File: src/sv/spp_pkg.sv
// Shared constants, types and the arctangent table of the scan point projection.
// No dependencies; every module of the block imports it.
`timescale 1ns / 1ps

package spp_pkg;

   localparam int CORDIC_STAGES = 16;
   localparam int MAX_STAGES    = 24;
   localparam int CORDIC_RUN    = (CORDIC_STAGES > MAX_STAGES) ? MAX_STAGES : CORDIC_STAGES;

   // Datapath widths: x/y carry range * gain in Q30 with CORDIC growth headroom.
   localparam int XW   = 48;
   localparam int ZW   = 32;
   localparam int FRAC = 30;
   localparam int RW   = XW - FRAC;
   localparam int SW   = 34;

   // Cycles from an accepted beat to its result strobe.
   localparam int LATENCY = CORDIC_RUN + 3;

   localparam logic signed [XW-1:0] INV_GAIN   = XW'(64'sd652032875);
   localparam logic signed [XW-1:0] ROUND_HALF = XW'(64'sd1) <<< (FRAC - 1);

   localparam logic [15:0] QUARTER_TURN       = 16'h4000;
   localparam logic [15:0] THREE_QUARTER_TURN = 16'hC000;

   localparam int AW = 5;
   localparam logic [2:0] REG_POSE_X        = 3'd0;
   localparam logic [2:0] REG_POSE_Y        = 3'd1;
   localparam logic [2:0] REG_POSE_HEADING  = 3'd2;
   localparam logic [2:0] REG_RANGE_FLOOR   = 3'd3;
   localparam logic [2:0] REG_RANGE_CEILING = 3'd4;

   typedef struct packed {
      logic valid;
      logic kept;
      logic done;
   } spp_ctl_type;

   // atan(2^-idx) in units of 2^32 counts per turn.
   function automatic logic signed [ZW-1:0] spp_atan(input int idx);
      logic signed [ZW-1:0] val;
      case (idx)
         0:  val = 32'sh20000000;
         1:  val = 32'sh12E4051E;
         2:  val = 32'sh09FB385B;
         3:  val = 32'sh051111D4;
         4:  val = 32'sh028B0D43;
         5:  val = 32'sh0145D7E1;
         6:  val = 32'sh00A2F61E;
         7:  val = 32'sh00517C55;
         8:  val = 32'sh0028BE53;
         9:  val = 32'sh00145F2F;
         10: val = 32'sh000A2F98;
         11: val = 32'sh000517CC;
         12: val = 32'sh00028BE6;
         13: val = 32'sh000145F3;
         14: val = 32'sh0000A2FA;
         15: val = 32'sh0000517D;
         16: val = 32'sh000028BE;
         17: val = 32'sh0000145F;
         18: val = 32'sh00000A30;
         19: val = 32'sh00000518;
         20: val = 32'sh0000028C;
         21: val = 32'sh00000146;
         22: val = 32'sh000000A3;
         23: val = 32'sh00000051;
         default: val = '0;
      endcase
      return val;
   endfunction

endpackage

File: src/sv/spp_csr.sv
// Configuration registers of the scan point projection, behind an APB-style port.
// Depends on spp_pkg for register indexes and the address width.
`timescale 1ns / 1ps

module spp_csr import spp_pkg::*; (
   input  logic               clock,
   input  logic               reset,
   input  logic               psel,
   input  logic               penable,
   input  logic               pwrite,
   input  logic [AW-1:0]      paddr,
   input  logic [31:0]        pwdata,
   output logic [31:0]        prdata,
   output logic               pready,
   output logic signed [31:0] pose_x,
   output logic signed [31:0] pose_y,
   output logic [15:0]        pose_heading,
   output logic [15:0]        range_floor,
   output logic [15:0]        range_ceiling
);

   logic signed [31:0] pose_x_ff, pose_x_in;
   logic signed [31:0] pose_y_ff, pose_y_in;
   logic [15:0]        heading_ff, heading_in;
   logic [15:0]        floor_ff, floor_in;
   logic [15:0]        ceiling_ff, ceiling_in;
   logic               wr_en;
   logic [2:0]         index;

   assign pready = 1'b1;
   assign wr_en  = psel && penable && pwrite;
   assign index  = paddr[AW-1:2];

   always_comb begin
      pose_x_in  = pose_x_ff;
      pose_y_in  = pose_y_ff;
      heading_in = heading_ff;
      floor_in   = floor_ff;
      ceiling_in = ceiling_ff;
      if (wr_en) begin
         unique case (index)
            REG_POSE_X:        pose_x_in  = $signed(pwdata);
            REG_POSE_Y:        pose_y_in  = $signed(pwdata);
            REG_POSE_HEADING:  heading_in = pwdata[15:0];
            REG_RANGE_FLOOR:   floor_in   = pwdata[15:0];
            REG_RANGE_CEILING: ceiling_in = pwdata[15:0];
            default: ;
         endcase
      end
   end

   always_ff @(posedge clock) begin
      if (reset) begin
         pose_x_ff  <= '0;
         pose_y_ff  <= '0;
         heading_ff <= '0;
         floor_ff   <= '0;
         ceiling_ff <= 16'hFFFF;
      end else begin
         pose_x_ff  <= pose_x_in;
         pose_y_ff  <= pose_y_in;
         heading_ff <= heading_in;
         floor_ff   <= floor_in;
         ceiling_ff <= ceiling_in;
      end
   end

   always_comb begin
      unique case (index)
         REG_POSE_X:        prdata = pose_x_ff;
         REG_POSE_Y:        prdata = pose_y_ff;
         REG_POSE_HEADING:  prdata = {16'h0, heading_ff};
         REG_RANGE_FLOOR:   prdata = {16'h0, floor_ff};
         REG_RANGE_CEILING: prdata = {16'h0, ceiling_ff};
         default:           prdata = '0;
      endcase
   end

   assign pose_x        = pose_x_ff;
   assign pose_y        = pose_y_ff;
   assign pose_heading  = heading_ff;
   assign range_floor   = floor_ff;
   assign range_ceiling = ceiling_ff;

endmodule

File: config.mk
export PLATFORM = sky130hd
export DESIGN_NAME = spp_csr
export DESIGN_NICKNAME = d
export VERILOG_FILES = /design/src/sv/spp_pkg.sv /design/src/sv/spp_csr.sv
export SDC_FILE = /design/constraint.sdc
export NUM_CORES = 1
export LEC_CHECK = 0
export ABC_AREA = 1
export BUFFER_PORTS_ARGS = -buffer_cell sky130_fd_sc_hd__buf_2
export CORE_MARGIN = 2
export CORE_UTILIZATION = 36
export CTS_BUF_LIST = sky130_fd_sc_hd__clkbuf_8
export DETAILED_ROUTE_END_ITERATION = 7
export SLEW_MARGIN = 40
export SYNTH_ARGS = -nofsm -noshare
export SYNTH_HDL_FRONTEND = slang
export SYNTH_SLANG_ARGS = --single-unit
File: constraint.sdc
create_clock -name clock -period 1.3 [get_ports clock]
set_input_delay 0.26 -clock clock [delete_from_list [all_inputs] [get_ports clock]]
set_output_delay 0.26 -clock clock [all_outputs]
set_load 0.05 [all_outputs]
**Yosys cells after proc, flatten, opt, wreduce, memory -nomap -nowiden**

Cells that the tools add are included.

- Bits in read-only memories: 0
- RAM bits: 0
- Memories: 0
- Register bits: 112
- Input bits: 42
- Latch bits: 0

- Equality and inequality tests: 4
- Reductions and logical operators: 8
- Mux-type cells: 1
- Bitwise operators: 0
- Add/sub/neg operators: 0
- Magnitude comparators: 0
- Multiply operators: 0
- Shifts and indexed selects: 0
- Divide/modulo/power cells: 0

Operator list:

| operator | count |
|---|---|
| $pmux W32 S5 | 1 |
| $reduce_and A2 Y1 | 5 |
| $eq A3 B2 Y1 const B | 2 |
| $eq A3 B1 Y1 const B | 1 |
| $eq A3 B3 Y1 const B | 1 |
| $logic_not A3 Y1 | 1 |
| $logic_and A1 B1 Y1 | 2 |

**Depth between registers and ports, before layout**

- Depth after elaboration: 3
- Mapped depth: 8
- Gate-level depth less buffers: 7

**Worst setup path before layout**

OpenSTA, ideal clock, no wires.

- Path type: in2out
- Start point: in paddr[4]
- End point: out prdata[0]
- Stages: 7
- Data arrival time: 1.345 ns
- Setup slack: -0.305 ns
- Path buffers: 2
- Data required time: 1.040 ns
- Cell sequence: inv_2 -> buf_2 -> buf_2 -> nand4_1 -> nand2_1 -> nor2_1 -> nand2_1

- Cells in the longest elaborated chain, start to end: 2
- Elaborated cells between the ends (all ways): 6

Ends and longest elaborated chain:

| what | line | source |
|---|---|---|
| start: declaration | spp_csr.sv:11 | `input logic [AW-1:0] paddr,` |
| $eq A3 B3 Y1 (tied with other cells) | spp_csr.sv:69 | `unique case (index)` |
| $pmux W32 S5 (*) | spp_csr.sv:69 |  |
| end: declaration | spp_csr.sv:13 | `output logic [31:0] prdata,` |

Mark *: on every way between the ends. The rest lies on a longest branch, timed or not.

**Worst setup path after layout**

- Start point: in paddr[3]
- End point: out prdata[15]

The elaborated chain is that of the path after synthesis.

==> results.txt <==
----------------------------------------------------
[Setup path]
  Number of cells traversed by the worst register-to-register path ... 3
  Critical path capture point type ... primary output
  Worst stage delay on the critical path ... 0.16 ns
  Terminus of the critical flop-to-flop path ... pose_x[7]
  First element of the critical path ... paddr[3]
  Cells along the critical path ... buf_12, nor2_4, buf_4, buf_4, nand3_2, nand2_2, nor2_4, nand2_4, buf_8
  Buffers & Inverters on Critical Path ... 4
  Reg2Reg Launch Point ... pose_x[7]
  Kind of start point of the critical path ... input pin
  Worst setup path class ... in -> out
  WP data arrival ... 1.24 ns
  Setup slack, reg-to-reg ... 0.57 ns
  Cell family with the largest share of critical-path delay ... buffers and inverters
  Required time at the worst-slack endpoint ... 1.04 ns
  Maximum fanout along the worst path ... 6
  Crit path max-delay cell type ... sky130_fd_sc_hd__buf_4

[Min path]
  Hold endpoint ... range_ceiling[12]
  Path class of the lowest-slack min-delay path ... in -> reg
  Startpoint of the worst hold path ... pwdata[12]
  Hold Path Cell Cnt ... 3

[Timing]
  Shortest clock period the worst path allows after layout ... 1.50 ns
  Setup Viol. Count Final ... 32
  Max-slew violation total from the final report ... 0
  Unrepaired setup endpoints after global routing ... true
  Peak Freq ... 667 MHz
  PnR worst setup slack ... -0.199 ns
  Final-report hold violation count ... 0
  Clock skew ... 0 ns
  Part of the cycle the worst path needs ... 1.15
  Sum of negative setup slack ... -5.18 ns

[Place]
  Worst setup slack after placement ... -0.433 ns
  Placer's final routability congestion estimate ... 0.832
  Port-buffer cells ... 183
  Dpl hpwl ... 13.2 mm

[Logic synthesis]
  Sequential element share of the synthesized area ... 0.408
  Post-Syn Area per Cell ... 6.33 um^2
  Synth area leader ... sky130_fd_sc_hd__dfxtp_1
  Top cells by area in the synthesized netlist ... sky130_fd_sc_hd__dfxtp_1 41%, sky130_fd_sc_hd__nand2_1 18%, sky130_fd_sc_hd__nor2_1 15%, sky130_fd_sc_hd__nand3_1 11%, sky130_fd_sc_hd__inv_1 3.5%
  Nets in the synthesized netlist ... 911
  Cell count after synthesis ... 869
  YS warnings ... 0
  Area of the mapped netlist ... 5500 um^2
  Top-area cell type share of the netlist area ... 0.408
  Synth Register Bits ... 112
  Post-synthesis cell type count ... 18

[Drt]
  Detailed-routing iteration count for the pre-antenna-repair pass ... 4
  Via count ... 6,418
  Detail-routed net length per standard cell ... 15.1 um
  Post-route ant nets ... 0
  Final wirelength ... 20.0 mm
  Average vias per placed instance ... 4.86
  Initial DRC count ... 392
  DRC violation count after routing ... 0

[Finish]
  Antenna diode count ... 0
  Fin nets ... 1,170
  Area growth from synthesis to final layout ... 75.3%
  Filler instances ... 1,324
  Layout cells sized above 1 ... 0.464

[Floorplanning]
  Count of pins on the block boundary ... 187
  Height of the die ... 128 um
  Number of rows created at floorplan ... 45
  Starting utilization of the core area ... 0.365
  Total Die Area ... 16,300 um^2
  Die Width ... 128 um
  Core outline area ... 15,100 um^2

[Power and ir drop]
  Power density cells ... 737 nW/um^2
  Leak pwr ... 0.00468 uW
  Worst-case vdd ir drop ... 0.000737 V

[Status]
  Failing checks ... setup timing
  Outcome ... complete, but fails checks

[CTS]
  Root Buffer ... sky130_fd_sc_hd__clkbuf_8
  Insertion delay of the later-clocked pin in the worst-skew pair ... 0.39 ns
  Number of hold buffers added after CTS ... 0
  H-tree levels ... 3
  CTS Buffer Depth ... 2
  CTS tree ... yes
  Clock sinks ... 112
  Total CTS buffers ... 9
  Clock input transition at the sequential cells of the worst setup and hold paths ... 0.11 ns

[Flow run]
  Count of max-cap constraint violations ... 0

[Global route]
  First-pass GRT wire length ... 30.4 mm
  Pin count of the biggest net entering global routing ... 32
  Global-route usage over all layers ... 0.235
  Via count of the first global-routing pass ... 5,934
  Number of antenna violations at the first check in global routing ... 0
  Gr ovfl total ... 0

----------------------------------------------------
## worst max-delay path by stage
stage / depth (start not counted) / slack [ns] / end
global placement: 10 / -0.40 / prdata[6]
detailed placement: 9 / -0.43 / prdata[6]
CTS: 5 / -0.25 / prdata[4]
floorplan: 7 / -0.04 / prdata[25]
finish: 9 / -0.20 / prdata[15]
global route: 5 / -0.27 / prdata[1]
## area by class of cell
| class | count | area [um^2] | area share |
|---|---|---|---|
| well taps | 188 | 235 | 0.0244 |
| multi-input cells | 644 | 3430 | 0.356 |
| repair buffers | 303 | 3180 | 0.329 |
| clock buffers | 9 | 124 | 0.0128 |
| repair inverters | 1 | 7.51 | 0.000779 |
| flip-flops and latches | 112 | 2340 | 0.243 |
| clock inverters | 7 | 71.3 | 0.00740 |
| inverters | 57 | 255 | 0.0265 |
## layer usage
layer,track usage,part of all wire
met5,0,0
met1,0.299,0.42
met3,0.0507,0.051
met2,0.403,0.51
met4,0.0640,0.014
## cell usage after synthesis
cell type	n
sky130_fd_sc_hd__dfxtp_1	112
sky130_fd_sc_hd__clkbuf_1	6
sky130_fd_sc_hd__inv_2	5
sky130_fd_sc_hd__nor2_4	5
sky130_fd_sc_hd__nor2_2	3
sky130_fd_sc_hd__nor2_1	218
sky130_fd_sc_hd__buf_2	24
sky130_fd_sc_hd__buf_6	8
sky130_fd_sc_hd__conb_1	1
sky130_fd_sc_hd__nand3_2	1
sky130_fd_sc_hd__buf_1	11
sky130_fd_sc_hd__nand3_1	119
sky130_fd_sc_hd__inv_1	52
sky130_fd_sc_hd__nand3_4	3
sky130_fd_sc_hd__nand4_1	23
sky130_fd_sc_hd__nand2_2	1
sky130_fd_sc_hd__buf_4	7
sky130_fd_sc_hd__nand2_1	270
## stage by stage
stage	util	power, uW	hold WS (ns)	instances	cell area [um^2]
floorplan	-	4320	0.386	869	5970
global placement	0.496	4700	0.467	1248	7480
detailed placement	0.496	4710	0.470	1248	7480
CTS	0.603	7070	0.0654	1307	9090
global route	0.639	7380	0.0796	1321	9640
finish	0.639	7100	0.0858	1321	9640
## timing repair
item / 4_1_cts / 5_1_grt
cloned: 3 / 1
setup buffers: 41 / 17
resized for setup: 333 / 130
endpoints found under the setup margin: 122 / 104
pin swaps: 40 / 33
hold endpoints to repair: 0 / 0
## state kept, by name, indices dropped and copies added, names as in the netlist
name           flops
pose_heading      16
pose_x            32
pose_y            32
range_ceiling     16
range_floor       16
## logic make-up (layout without fill, tap and decap cells)
group	after synthesis	after routing	share of synthesized area
flops	112	112	0.408
buf+inv	113	377	0.0983
other cells	1	1	0.000682
simple gates	643	643	0.494
## worst register-to-register path, cell delays in order (launching register included)
cell and delay [ns]:
sky130_fd_sc_hd__dfxtp_2 0.35, sky130_fd_sc_hd__buf_6 0.12, sky130_fd_sc_hd__nor2_1 0.11, sky130_fd_sc_hd__nor2_1 0.05
## power breakdown
| part | total (uW) | internal, uW | leakage, uW | switching, uW |
|---|---|---|---|---|
| Combinational | 1410 | 568 | 0.00364 | 846 |
| Clock | 2160 | 892 | 0.0000916 | 1270 |
| Sequential | 3530 | 3480 | 0.000940 | 47.3 |
| Total | 7100 | 4940 | 0.00468 | 2170 |
## cells in the final DEF, fill, tap and decap left out, drive strengths merged
cell,count
buf,292
bufbuf,1
bufinv,1
clkbuf,19
clkinv,6
clkinvlp,4
conb,1
dfxtp,112
inv,54
nand2,271
nand3,123
nand4,23
nor2,226
Note: power is estimated with default switching activity, not from simulation.
