### src/sv/spp_pkg.sv
// Shared constants, types and the arctangent table of the scan point projection.
// No dependencies; every module of the block imports it.
`timescale 1ns / 1ps

package spp_pkg;

   localparam int CORDIC_STAGES = 16;
   localparam int MAX_STAGES    = 24;
   localparam int CORDIC_RUN    = (CORDIC_STAGES > MAX_STAGES) ? MAX_STAGES : CORDIC_STAGES;

   // Datapath widths: x/y carry range * gain in Q30 with CORDIC growth headroom.
   localparam int XW   = 48;
   localparam int ZW   = 32;
   localparam int FRAC = 30;
   localparam int RW   = XW - FRAC;
   localparam int SW   = 34;

   // Cycles from an accepted beat to its result strobe.
   localparam int LATENCY = CORDIC_RUN + 3;

   localparam logic signed [XW-1:0] INV_GAIN   = XW'(64'sd652032875);
   localparam logic signed [XW-1:0] ROUND_HALF = XW'(64'sd1) <<< (FRAC - 1);

   localparam logic [15:0] QUARTER_TURN       = 16'h4000;
   localparam logic [15:0] THREE_QUARTER_TURN = 16'hC000;

   localparam int AW = 5;
   localparam logic [2:0] REG_POSE_X        = 3'd0;
   localparam logic [2:0] REG_POSE_Y        = 3'd1;
   localparam logic [2:0] REG_POSE_HEADING  = 3'd2;
   localparam logic [2:0] REG_RANGE_FLOOR   = 3'd3;
   localparam logic [2:0] REG_RANGE_CEILING = 3'd4;

   typedef struct packed {
      logic valid;
      logic kept;
      logic done;
   } spp_ctl_type;

   // atan(2^-idx) in units of 2^32 counts per turn.
   function automatic logic signed [ZW-1:0] spp_atan(input int idx);
      logic signed [ZW-1:0] val;
      case (idx)
         0:  val = 32'sh20000000;
         1:  val = 32'sh12E4051E;
         2:  val = 32'sh09FB385B;
         3:  val = 32'sh051111D4;
         4:  val = 32'sh028B0D43;
         5:  val = 32'sh0145D7E1;
         6:  val = 32'sh00A2F61E;
         7:  val = 32'sh00517C55;
         8:  val = 32'sh0028BE53;
         9:  val = 32'sh00145F2F;
         10: val = 32'sh000A2F98;
         11: val = 32'sh000517CC;
         12: val = 32'sh00028BE6;
         13: val = 32'sh000145F3;
         14: val = 32'sh0000A2FA;
         15: val = 32'sh0000517D;
         16: val = 32'sh000028BE;
         17: val = 32'sh0000145F;
         18: val = 32'sh00000A30;
         19: val = 32'sh00000518;
         20: val = 32'sh0000028C;
         21: val = 32'sh00000146;
         22: val = 32'sh000000A3;
         23: val = 32'sh00000051;
         default: val = '0;
      endcase
      return val;
   endfunction

endpackage

### src/sv/spp_front.sv
// Front stage: range window check, angle sum with quadrant fold, and start vector.
// Depends on spp_pkg for widths, the inverse gain and the control struct.
`timescale 1ns / 1ps

module spp_front import spp_pkg::*; (
   input  logic                 clock,
   input  logic                 reset,
   input  logic                 in_valid,
   input  logic [15:0]          beam_range,
   input  logic [15:0]          beam_angle,
   input  logic                 scan_end,
   input  logic [15:0]          pose_heading,
   input  logic [15:0]          range_floor,
   input  logic [15:0]          range_ceiling,
   output spp_ctl_type          ctl_o,
   output logic signed [XW-1:0] x_o,
   output logic signed [ZW-1:0] z_o
);

   spp_ctl_type          ctl_ff, ctl_in;
   logic signed [XW-1:0] x_ff, x_in;
   logic signed [ZW-1:0] z_ff, z_in;
   logic [15:0]          angle_sum;
   logic                 fold;
   logic signed [16:0]   range_s;
   logic signed [XW-1:0] range_w;

   assign angle_sum = beam_angle + pose_heading;
   // Beyond a quarter turn either way: negate the start vector, remove a half turn.
   assign fold = (angle_sum > QUARTER_TURN) && (angle_sum < THREE_QUARTER_TURN);

   assign range_s = fold ? -$signed({1'b0, beam_range}) : $signed({1'b0, beam_range});
   assign range_w = XW'(range_s);

   assign x_in = range_w * INV_GAIN;
   assign z_in = $signed({angle_sum[15] ^ fold, angle_sum[14:0], 16'h0000});

   assign ctl_in.valid = in_valid;
   assign ctl_in.kept  = (beam_range >= range_floor) && (beam_range <= range_ceiling);
   assign ctl_in.done  = scan_end;

   always_ff @(posedge clock) begin
      if (reset) begin
         ctl_ff.valid <= 1'b0;
      end else begin
         ctl_ff.valid <= ctl_in.valid;
      end
      ctl_ff.kept <= ctl_in.kept;
      ctl_ff.done <= ctl_in.done;
      x_ff        <= x_in;
      z_ff        <= z_in;
   end

   assign ctl_o = ctl_ff;
   assign x_o   = x_ff;
   assign z_o   = z_ff;

endmodule

### config.mk
export PLATFORM = sky130hd
export DESIGN_NAME = spp_front
export DESIGN_NICKNAME = d
export VERILOG_FILES = /design/src/sv/spp_pkg.sv /design/src/sv/spp_front.sv
export SDC_FILE = /design/constraint.sdc
export NUM_CORES = 1
export LEC_CHECK = 0
export ABC_AREA = 1
export BUFFER_PORTS_ARGS = -buffer_cell sky130_fd_sc_hd__buf_2
export CORE_MARGIN = 10
export CORE_UTILIZATION = 40
export DETAILED_ROUTE_END_ITERATION = 10
export GPL_TIMING_DRIVEN = 0
export HOLD_SLACK_MARGIN = 0.08
export PLACE_DENSITY = 0.67
export SLEW_MARGIN = 5
export SYNTH_ARGS = -nofsm -noshare
export SYNTH_HDL_FRONTEND = slang
export SYNTH_SLANG_ARGS = --single-unit
### constraint.sdc
create_clock -name clock -period 9.7 [get_ports clock]
set_input_delay 0.485 -clock clock [delete_from_list [all_inputs] [get_ports clock]]
set_output_delay 0.485 -clock clock [all_outputs]
set_load 0.02 [all_outputs]
# Word-level counts from Yosys, hierarchy flattened
# Cells that the tools add are included.
# totals
in_bits	84
register_bits	67
elab_cells	16
# op_classes
muxes	1
reduce_logical	2
mul	1
n_addsub	2
magnitude_cmp	4
bitwise	1
# op_table
operator	n
$mul 17x31->48 const B	1
$mux 17	1
$neg 16->17	1
$add 16x16->16	1
$ge 16x16->1	1
$gt 16x15->1 const B	1
$le 16x16->1	1
$lt 16x16->1 const B	1
$logic_and 1x1->1	2
$xor 1x1->1	1

# Logic depth before layout (Yosys ltp)
# Gate-level depths: netlist of run 1.
# depth
ltp_word	5
depth_mapped	42

# Least setup slack after synthesis of run 1
# Ideal clock, no wire load.
# synth_timing
path_kind	in2reg
startpoint	input beam_angle[0]
endpoint	register x_ff[45], in the netlist x_o[45]
cell_stages	31
t_arrival_ns	7.115
setup_slack_ns	2.465
path_buffers	0
t_required_ns	9.580
path_cell_list	ha_1 fa_1 or2_2 nor2_1 nand3_1 nor2_1 nand3_1 nor2_2 nand2_4 nand2_4 nand2_1 nand2_1 inv_1 fa_1 inv_1 fa_1 fa_1 inv_1 fa_1 fa_1 inv_1 fa_1 inv_1 ha_1 a21oi_1 a21boi_0 o21a_1 o21ai_0 nand2_1 nand3_1 xor2_1
# synth_between
elab_chain_cells	5
# synth_lines
item	line	text
start, declared	spp_front.sv:10	input logic [15:0] beam_angle,
$add 16x16->16 *	spp_front.sv:28	assign angle_sum = beam_angle + pose_heading;
net angle_sum[1]	spp_front.sv:23	logic [15:0] angle_sum;
$gt 16x15->1 or $lt 16x16->1 (tied branches)	spp_front.sv:30	assign fold = (angle_sum > QUARTER_TURN) && (angle_sum < THREE_QUARTER_TURN);
$logic_and 1x1->1 *	spp_front.sv:30	
$mux 17 *	spp_front.sv:32	assign range_s = fold ? -$signed({1'b0, beam_range}) : $signed({1'b0, beam_range});
$mul 17x31->48 *	spp_front.sv:35	assign x_in = range_w * INV_GAIN;
net x_in[45]	spp_front.sv:21	logic signed [XW-1:0] x_ff, x_in;
end signal, assigned	spp_front.sv:50	x_ff <= x_in;
end, declared	spp_front.sv:21	
# Mark *: on every way through the listed nets, which the timed path passes. The rest lies on a longest branch.
# A chain may end at the register's enable or synchronous reset.

# Worst setup path in the final report of run 1
# layout_timing
startpoint	input beam_angle[0]
endpoint	register x_ff[35], in the netlist x_o[35]
# Same word-level chain as after synthesis.

==> results of run 1 <==
cell type report:
| class | count | share of cell area |
|---|---|---|
| multi-input cells | 1186 | 0.6832 |
| inverters | 488 | 0.1180 |
| flip-flops and latches | 67 | 0.08640 |
| repair buffers | 150 | 0.04836 |
| well taps | 455 | 0.03667 |
| clock buffers | 9 | 0.01451 |
| plain buffers | 19 | 0.009510 |
| clock inverters | 7 | 0.003385 |
cell families (layout without fill, tap and decap cells):
kind of cell,after synthesis,count (layout),synth area share
AOI/OAI and AO/OA,157,157,0.06477
buffers and inverters,507,673,0.1427
and+or+nand+nor,535,535,0.1672
adders and majority gates,422,422,0.4916
xor gates and xnor gates,56,56,0.03671
DFF,67,67,0.09670
other,1,16,0.0002704
state kept, by name, indices dropped and copies added (netlist names):
name   count
ctl_o      3
z_o       16
x_o       48
worst max-delay path: cells and delay by family:
kind	cells	cell delay (ps)
AOI/OAI and AO/OA	2	570
xor gates and xnor gates	1	180
adders and majority gates	9	4270
buffers and inverters	7	760
and+or+nand+nor	16	2300
cell usage in the layout, fill, tap and decap left out, types with 2 or more instances in the layout:
cell       instances
nor4_1             3
o21ai_0           35
nand3_2            4
nand2_2           19
nor2_2             4
nand4_1           14
and2_1             3
inv_2              5
o21ai_1            2
o21bai_1          12
buf_2            151
xor2_1            40
a21o_1             6
inv_6              2
o211ai_1           4
dfxtp_1           67
clkinv_2           2
buf_4             17
nor2_1           126
nand3b_1           4
xnor2_1           15
and3_1             2
a21boi_0           6
clkinv_4           2
a21oi_1           69
a31oi_1           14
nand2_1          263
ha_1             217
nand2_4            4
inv_1            483
or2_2              4
nor3_1            15
conb_1            16
fa_1             205
nand3_1           67
o21a_1             6
clkbuf_16          9
cells in the mapped netlist (5+ instances only):
cell type  count
a21boi_0       6
a21o_1         6
a21oi_1       69
a31oi_1       14
buf_4         17
dfxtp_1       67
fa_1         205
ha_1         217
inv_1        483
inv_2          5
nand2_1      263
nand2_2       19
nand3_1       67
nand4_1       14
nor2_1       126
nor3_1        15
o21a_1         6
o21ai_0       35
o21bai_1      12
xnor2_1       15
xor2_1        40
how the worst max path moves through the flow:
| stage | startpoint | end | depth (start not counted) |
|---|---|---|---|
| 6_report | beam_angle[0] | x_o[35] | 35 |
| 5_1_grt | beam_angle[0] | x_o[35] | 35 |
| 3_3_place_gp | beam_angle[0] | x_o[37] | 30 |
| 3_5_place_dp | beam_angle[0] | x_o[35] | 35 |
| 2_1_floorplan | beam_angle[0] | x_o[45] | 31 |
| 4_1_cts | beam_angle[0] | x_o[35] | 35 |
metrics by stage:
step | setup slack [ps] | cell area [um2] | instances
6_report | 1368 | 15520 | 2381
5_1_grt | 922.0 | 15520 | 2381
4_1_cts | 1434 | 15520 | 2381
3_5_place_dp | 1051 | 15250 | 2365
3_3_place_gp | 1076 | 15250 | 2365
2_1_floorplan | 2465 | 13930 | 1760
layer usage:
layer  global-route usage  up-vias
met5                    0        -
met4              0.05108        2
met3              0.05016       50
met2               0.3381      381
met1               0.2549     5429
li1                     -     5618
==> results.json, run 1 <==
{
  "fin_crit_ps": 8332,
  "maxSlewViolCount": 0,
  "ff_latch_area_um2": 1341,
  "synthTopCellsByArea": "fa_1 30%, ha_1 20%, inv_1 13%, dfxtp_1 9.7%, nand2_1 7.1%",
  "finalSetupTns_ps": 0,
  "endpoint_kind": "flip-flop",
  "vias": 11480,
  "holdWs_ps": 228.0,
  "hold_viol": 0,
  "utilization": 0.4517,
  "nFillCells": 3509,
  "fp-row-count": 68,
  "multiInputGateArea_um2": 10610,
  "grt_pass1_vias": 11920,
  "ys_warn_count": 0,
  "min_to": "ctl_o[0]",
  "top_layer": "met5",
  "fmax_mhz": 120.0,
  "dieArea_um2": 42520,
  "routed_wl_um": 41920,
  "synth_ff_type": "dfxtp_1",
  "cts_root_buf": "clkbuf_16",
  "ys_seq_elements": 67,
  "async_flop_share": 0,
  "cp.required_ps": 9990,
  "crit_top_cell": "fa_1",
  "fin_nets": 2427,
  "grt.overflow.total": 0,
  "clkTransAtPathRegs_ps": 70,
  "io_pins": 167,
  "hp-class": "primary input to flip-flop",
  "postRouteAntennaNets": 0,
  "setup_viol": 0,
  "slowest_delay_ps": 700,
  "rsz0062_at_grt": "false",
  "cp_max_fo": 10,
  "hp-start": "scan_end",
  "start_kind": "primary input",
  "via_per_inst": 4.822,
  "dpl.hpwl_um": 38660,
  "cts_made_buffers": 9,
  "grt_max_degree": 14,
  "min_path_cells": 1,
  "core_um2": 34370,
  "ys_seq_area_frac": 0.09670,
  "avgRoutedWirePerCell_um": 17.60,
  "netlist_area_um2": 13870,
  "dr.pass1.iters": 5,
  "drt-initial-drc-count": 635,
  "io_buffers": 150,
  "synth_edf_count": 0,
  "status": "completed",
  "cts_sinks": 67,
  "ctsResizeCount": 0,
  "max_cap_violations": 0,
  "fin_crit_sh": 0.8590,
  "antenna_found_initial": 1,
  "cts_setup_buffers": 0,
  "met2_length_um": 19750,
  "cts_tree": "built",
  "htree_levels": 3,
  "gp_congestion": 0.9894,
  "n_antenna_cell": 0,
  "synthCells": 1745,
  "worstMarginPinSlew_ps": 725.6,
  "max-clock-path-buffers": 2,
  "cp_data_arrival_time_ps": 8620,
  "area.growth.synth_to_final_pct": 11.93,
  "route.detailed.drc": 0,
  "yosysUniqueCellTypes": 41,
  "layout-drive-gt1-share": 0.1184,
  "worstSetupPathType": "primary input to flip-flop",
  "initial_core_util": 0.4035,
  "wl_met1_um": 18070,
  "fp.dieW_um": 206.2,
  "grt_pass1_wl_um": 65410,
  "grtUsageTotal": 0.2018,
  "synth_top_area_share": 0.2959,
  "hold_buffers": 0,
  "met3_length_um": 3143,
  "fp.dieH_um": 206.2,
  "slew_headroom": 0.5130,
  "avgSynthCellArea_um2": 7.949,
  "synth_area_leader_cell": "fa_1",
  "crit_slowest_cell": "fa_1"
}
Power of run 1 is left out: the tool's default activity adds up to more than one toggle a clock period on the data nets, which glitch-free logic cannot reach.
==> run 2: changes to the inputs <==
- BUFFER_PORTS_ARGS: -buffer_cell sky130_fd_sc_hd__buf_2 -> not set
- DONT_BUFFER_PORTS: not set -> 1
- PLACE_DENSITY: 0.67 -> 0.63
==> run 2 against run 1 <==
Fmax is 2.0% higher. Non-clock buffer count fell by 150. Routed wire length hardly changed. Flip-flop and latch count unchanged. Critical path depth decreased by 1. Worst hold slack got worse by 84 ps. Setup slack improved by 170 ps. Cell count fell by 6.3%. Global-route usage is 0.14 points lower. Cell area fell by 4.6%. Critical path type unchanged. Largest cell class unchanged.
==> results.json, run 2 (same netlist as run 1, synthesis figures left out) <==
{
  "status": "completed",
  "hold_buffers": 0,
  "antenna_found_initial": 0,
  "n_antenna_cell": 0,
  "hold_viol": 0,
  "cp.required_ps": 9980,
  "cts_made_buffers": 9,
  "dieArea_um2": 42520,
  "hp-start": "beam_range[0]",
  "io_pins": 167,
  "route.detailed.drc": 0,
  "cts_tree": "built",
  "fp-row-count": 68,
  "fin_nets": 2277,
  "cts_root_buf": "clkbuf_16",
  "grtUsageTotal": 0.2004,
  "dr.pass1.iters": 5,
  "via_per_inst": 4.949,
  "fin_crit_ps": 8167,
  "finalSetupTns_ps": 0,
  "cts_sinks": 67,
  "maxSlewViolCount": 0,
  "fp.dieH_um": 206.2,
  "htree_levels": 3,
  "layout-drive-gt1-share": 0.04392,
  "final_cell_mix": "483 x inv_1, 263 x nand2_1, 217 x ha_1",
  "worstSetupPathType": "primary input to flip-flop",
  "setup_viol": 0,
  "worstMarginPinSlew_ps": 779.0,
  "endpoint_kind": "flip-flop",
  "cts_setup_buffers": 0,
  "fin_crit_sh": 0.8419,
  "start_kind": "primary input",
  "startpoint": "beam_angle[0]",
  "postRouteAntennaNets": 0,
  "drt-initial-drc-count": 698,
  "fp.dieW_um": 206.2,
  "min_path_cells": 0,
  "gp_congestion": 0.9748,
  "cp_max_fo": 10,
  "slowest_delay_ps": 710,
  "clkTransAtPathRegs_ps": 60,
  "slew_headroom": 0.4772,
  "grt_pass1_vias": 11440,
  "grt_pass1_wl_um": 64600,
  "initial_core_util": 0.4035,
  "hp-class": "primary input to flip-flop",
  "core_um2": 34370,
  "area.growth.synth_to_final_pct": 6.738,
  "grt_max_degree": 15,
  "largest_reg_flops": 48,
  "max_cap_violations": 0,
  "io_buffers": 0,
  "routed_wl_um": 41920,
  "cp_data_arrival_time_ps": 8450,
  "mostFrequentLayoutCell": "inv_1",
  "vias": 11040,
  "crit_top_cell": "fa_1",
  "fmax_mhz": 122.4,
  "avgRoutedWirePerCell_um": 18.79,
  "dpl.hpwl_um": 38430,
  "ctsResizeCount": 0,
  "grt.overflow.total": 0,
  "max-clock-path-buffers": 2,
  "crit_slowest_cell": "fa_1",
  "rsz0062_at_grt": "false"
}
## run 2: cell types whose count changed in the layout (fill, tap and decap cells not counted), sizes merged
cell	before	now
inv	490	492
clkinv	4	1
bufinv	0	1
buf	169	19
## run 2: through the flow
step	hold slack, ps	utilization	cell area [um2]	std cells	setup WS, ps
global route	131.7	0.4307	14810	2231	1103
CTS	134.0	0.4307	14810	2231	1540
detailed placement	512.8	0.4217	14500	2215	1173
finish	143.6	0.4307	14810	2231	1533
global placement	512.8	0.4217	14500	2215	1187
floorplan	512.7	-	13930	1760	2465
## run 2: metal layers
metal,part of all wire,global-route usage
met4,0.017,0.04326
met2,0.47,0.3303
met1,0.44,0.2582
met5,0,0
met3,0.079,0.05313
## run 2: worst paths after layout
check | endpoint | slack [ps]
max | x_o[35] | 1530
min | x_o[0] | 140
## run 2: cell type report
type                    count  area, um2
clock inverters             7      83.83
well taps                 455      569.3
flip-flops and latches     67       1341
fillers                  3514      19570
plain buffers              19      147.6
multi-input cells        1186      10610
clock buffers               9      225.2
inverters                 488       1832
## run 2: critical path: cells and delay by family
family | cells | cell delay (ps)
AOI/OAI and AO/OA | 2 | 550
xor gates and xnor gates | 1 | 190
adders and majority gates | 9 | 4270
buffers and inverters | 6 | 670
and+or+nand+nor | 16 | 2260
Power of run 2 is left out for the same reason.
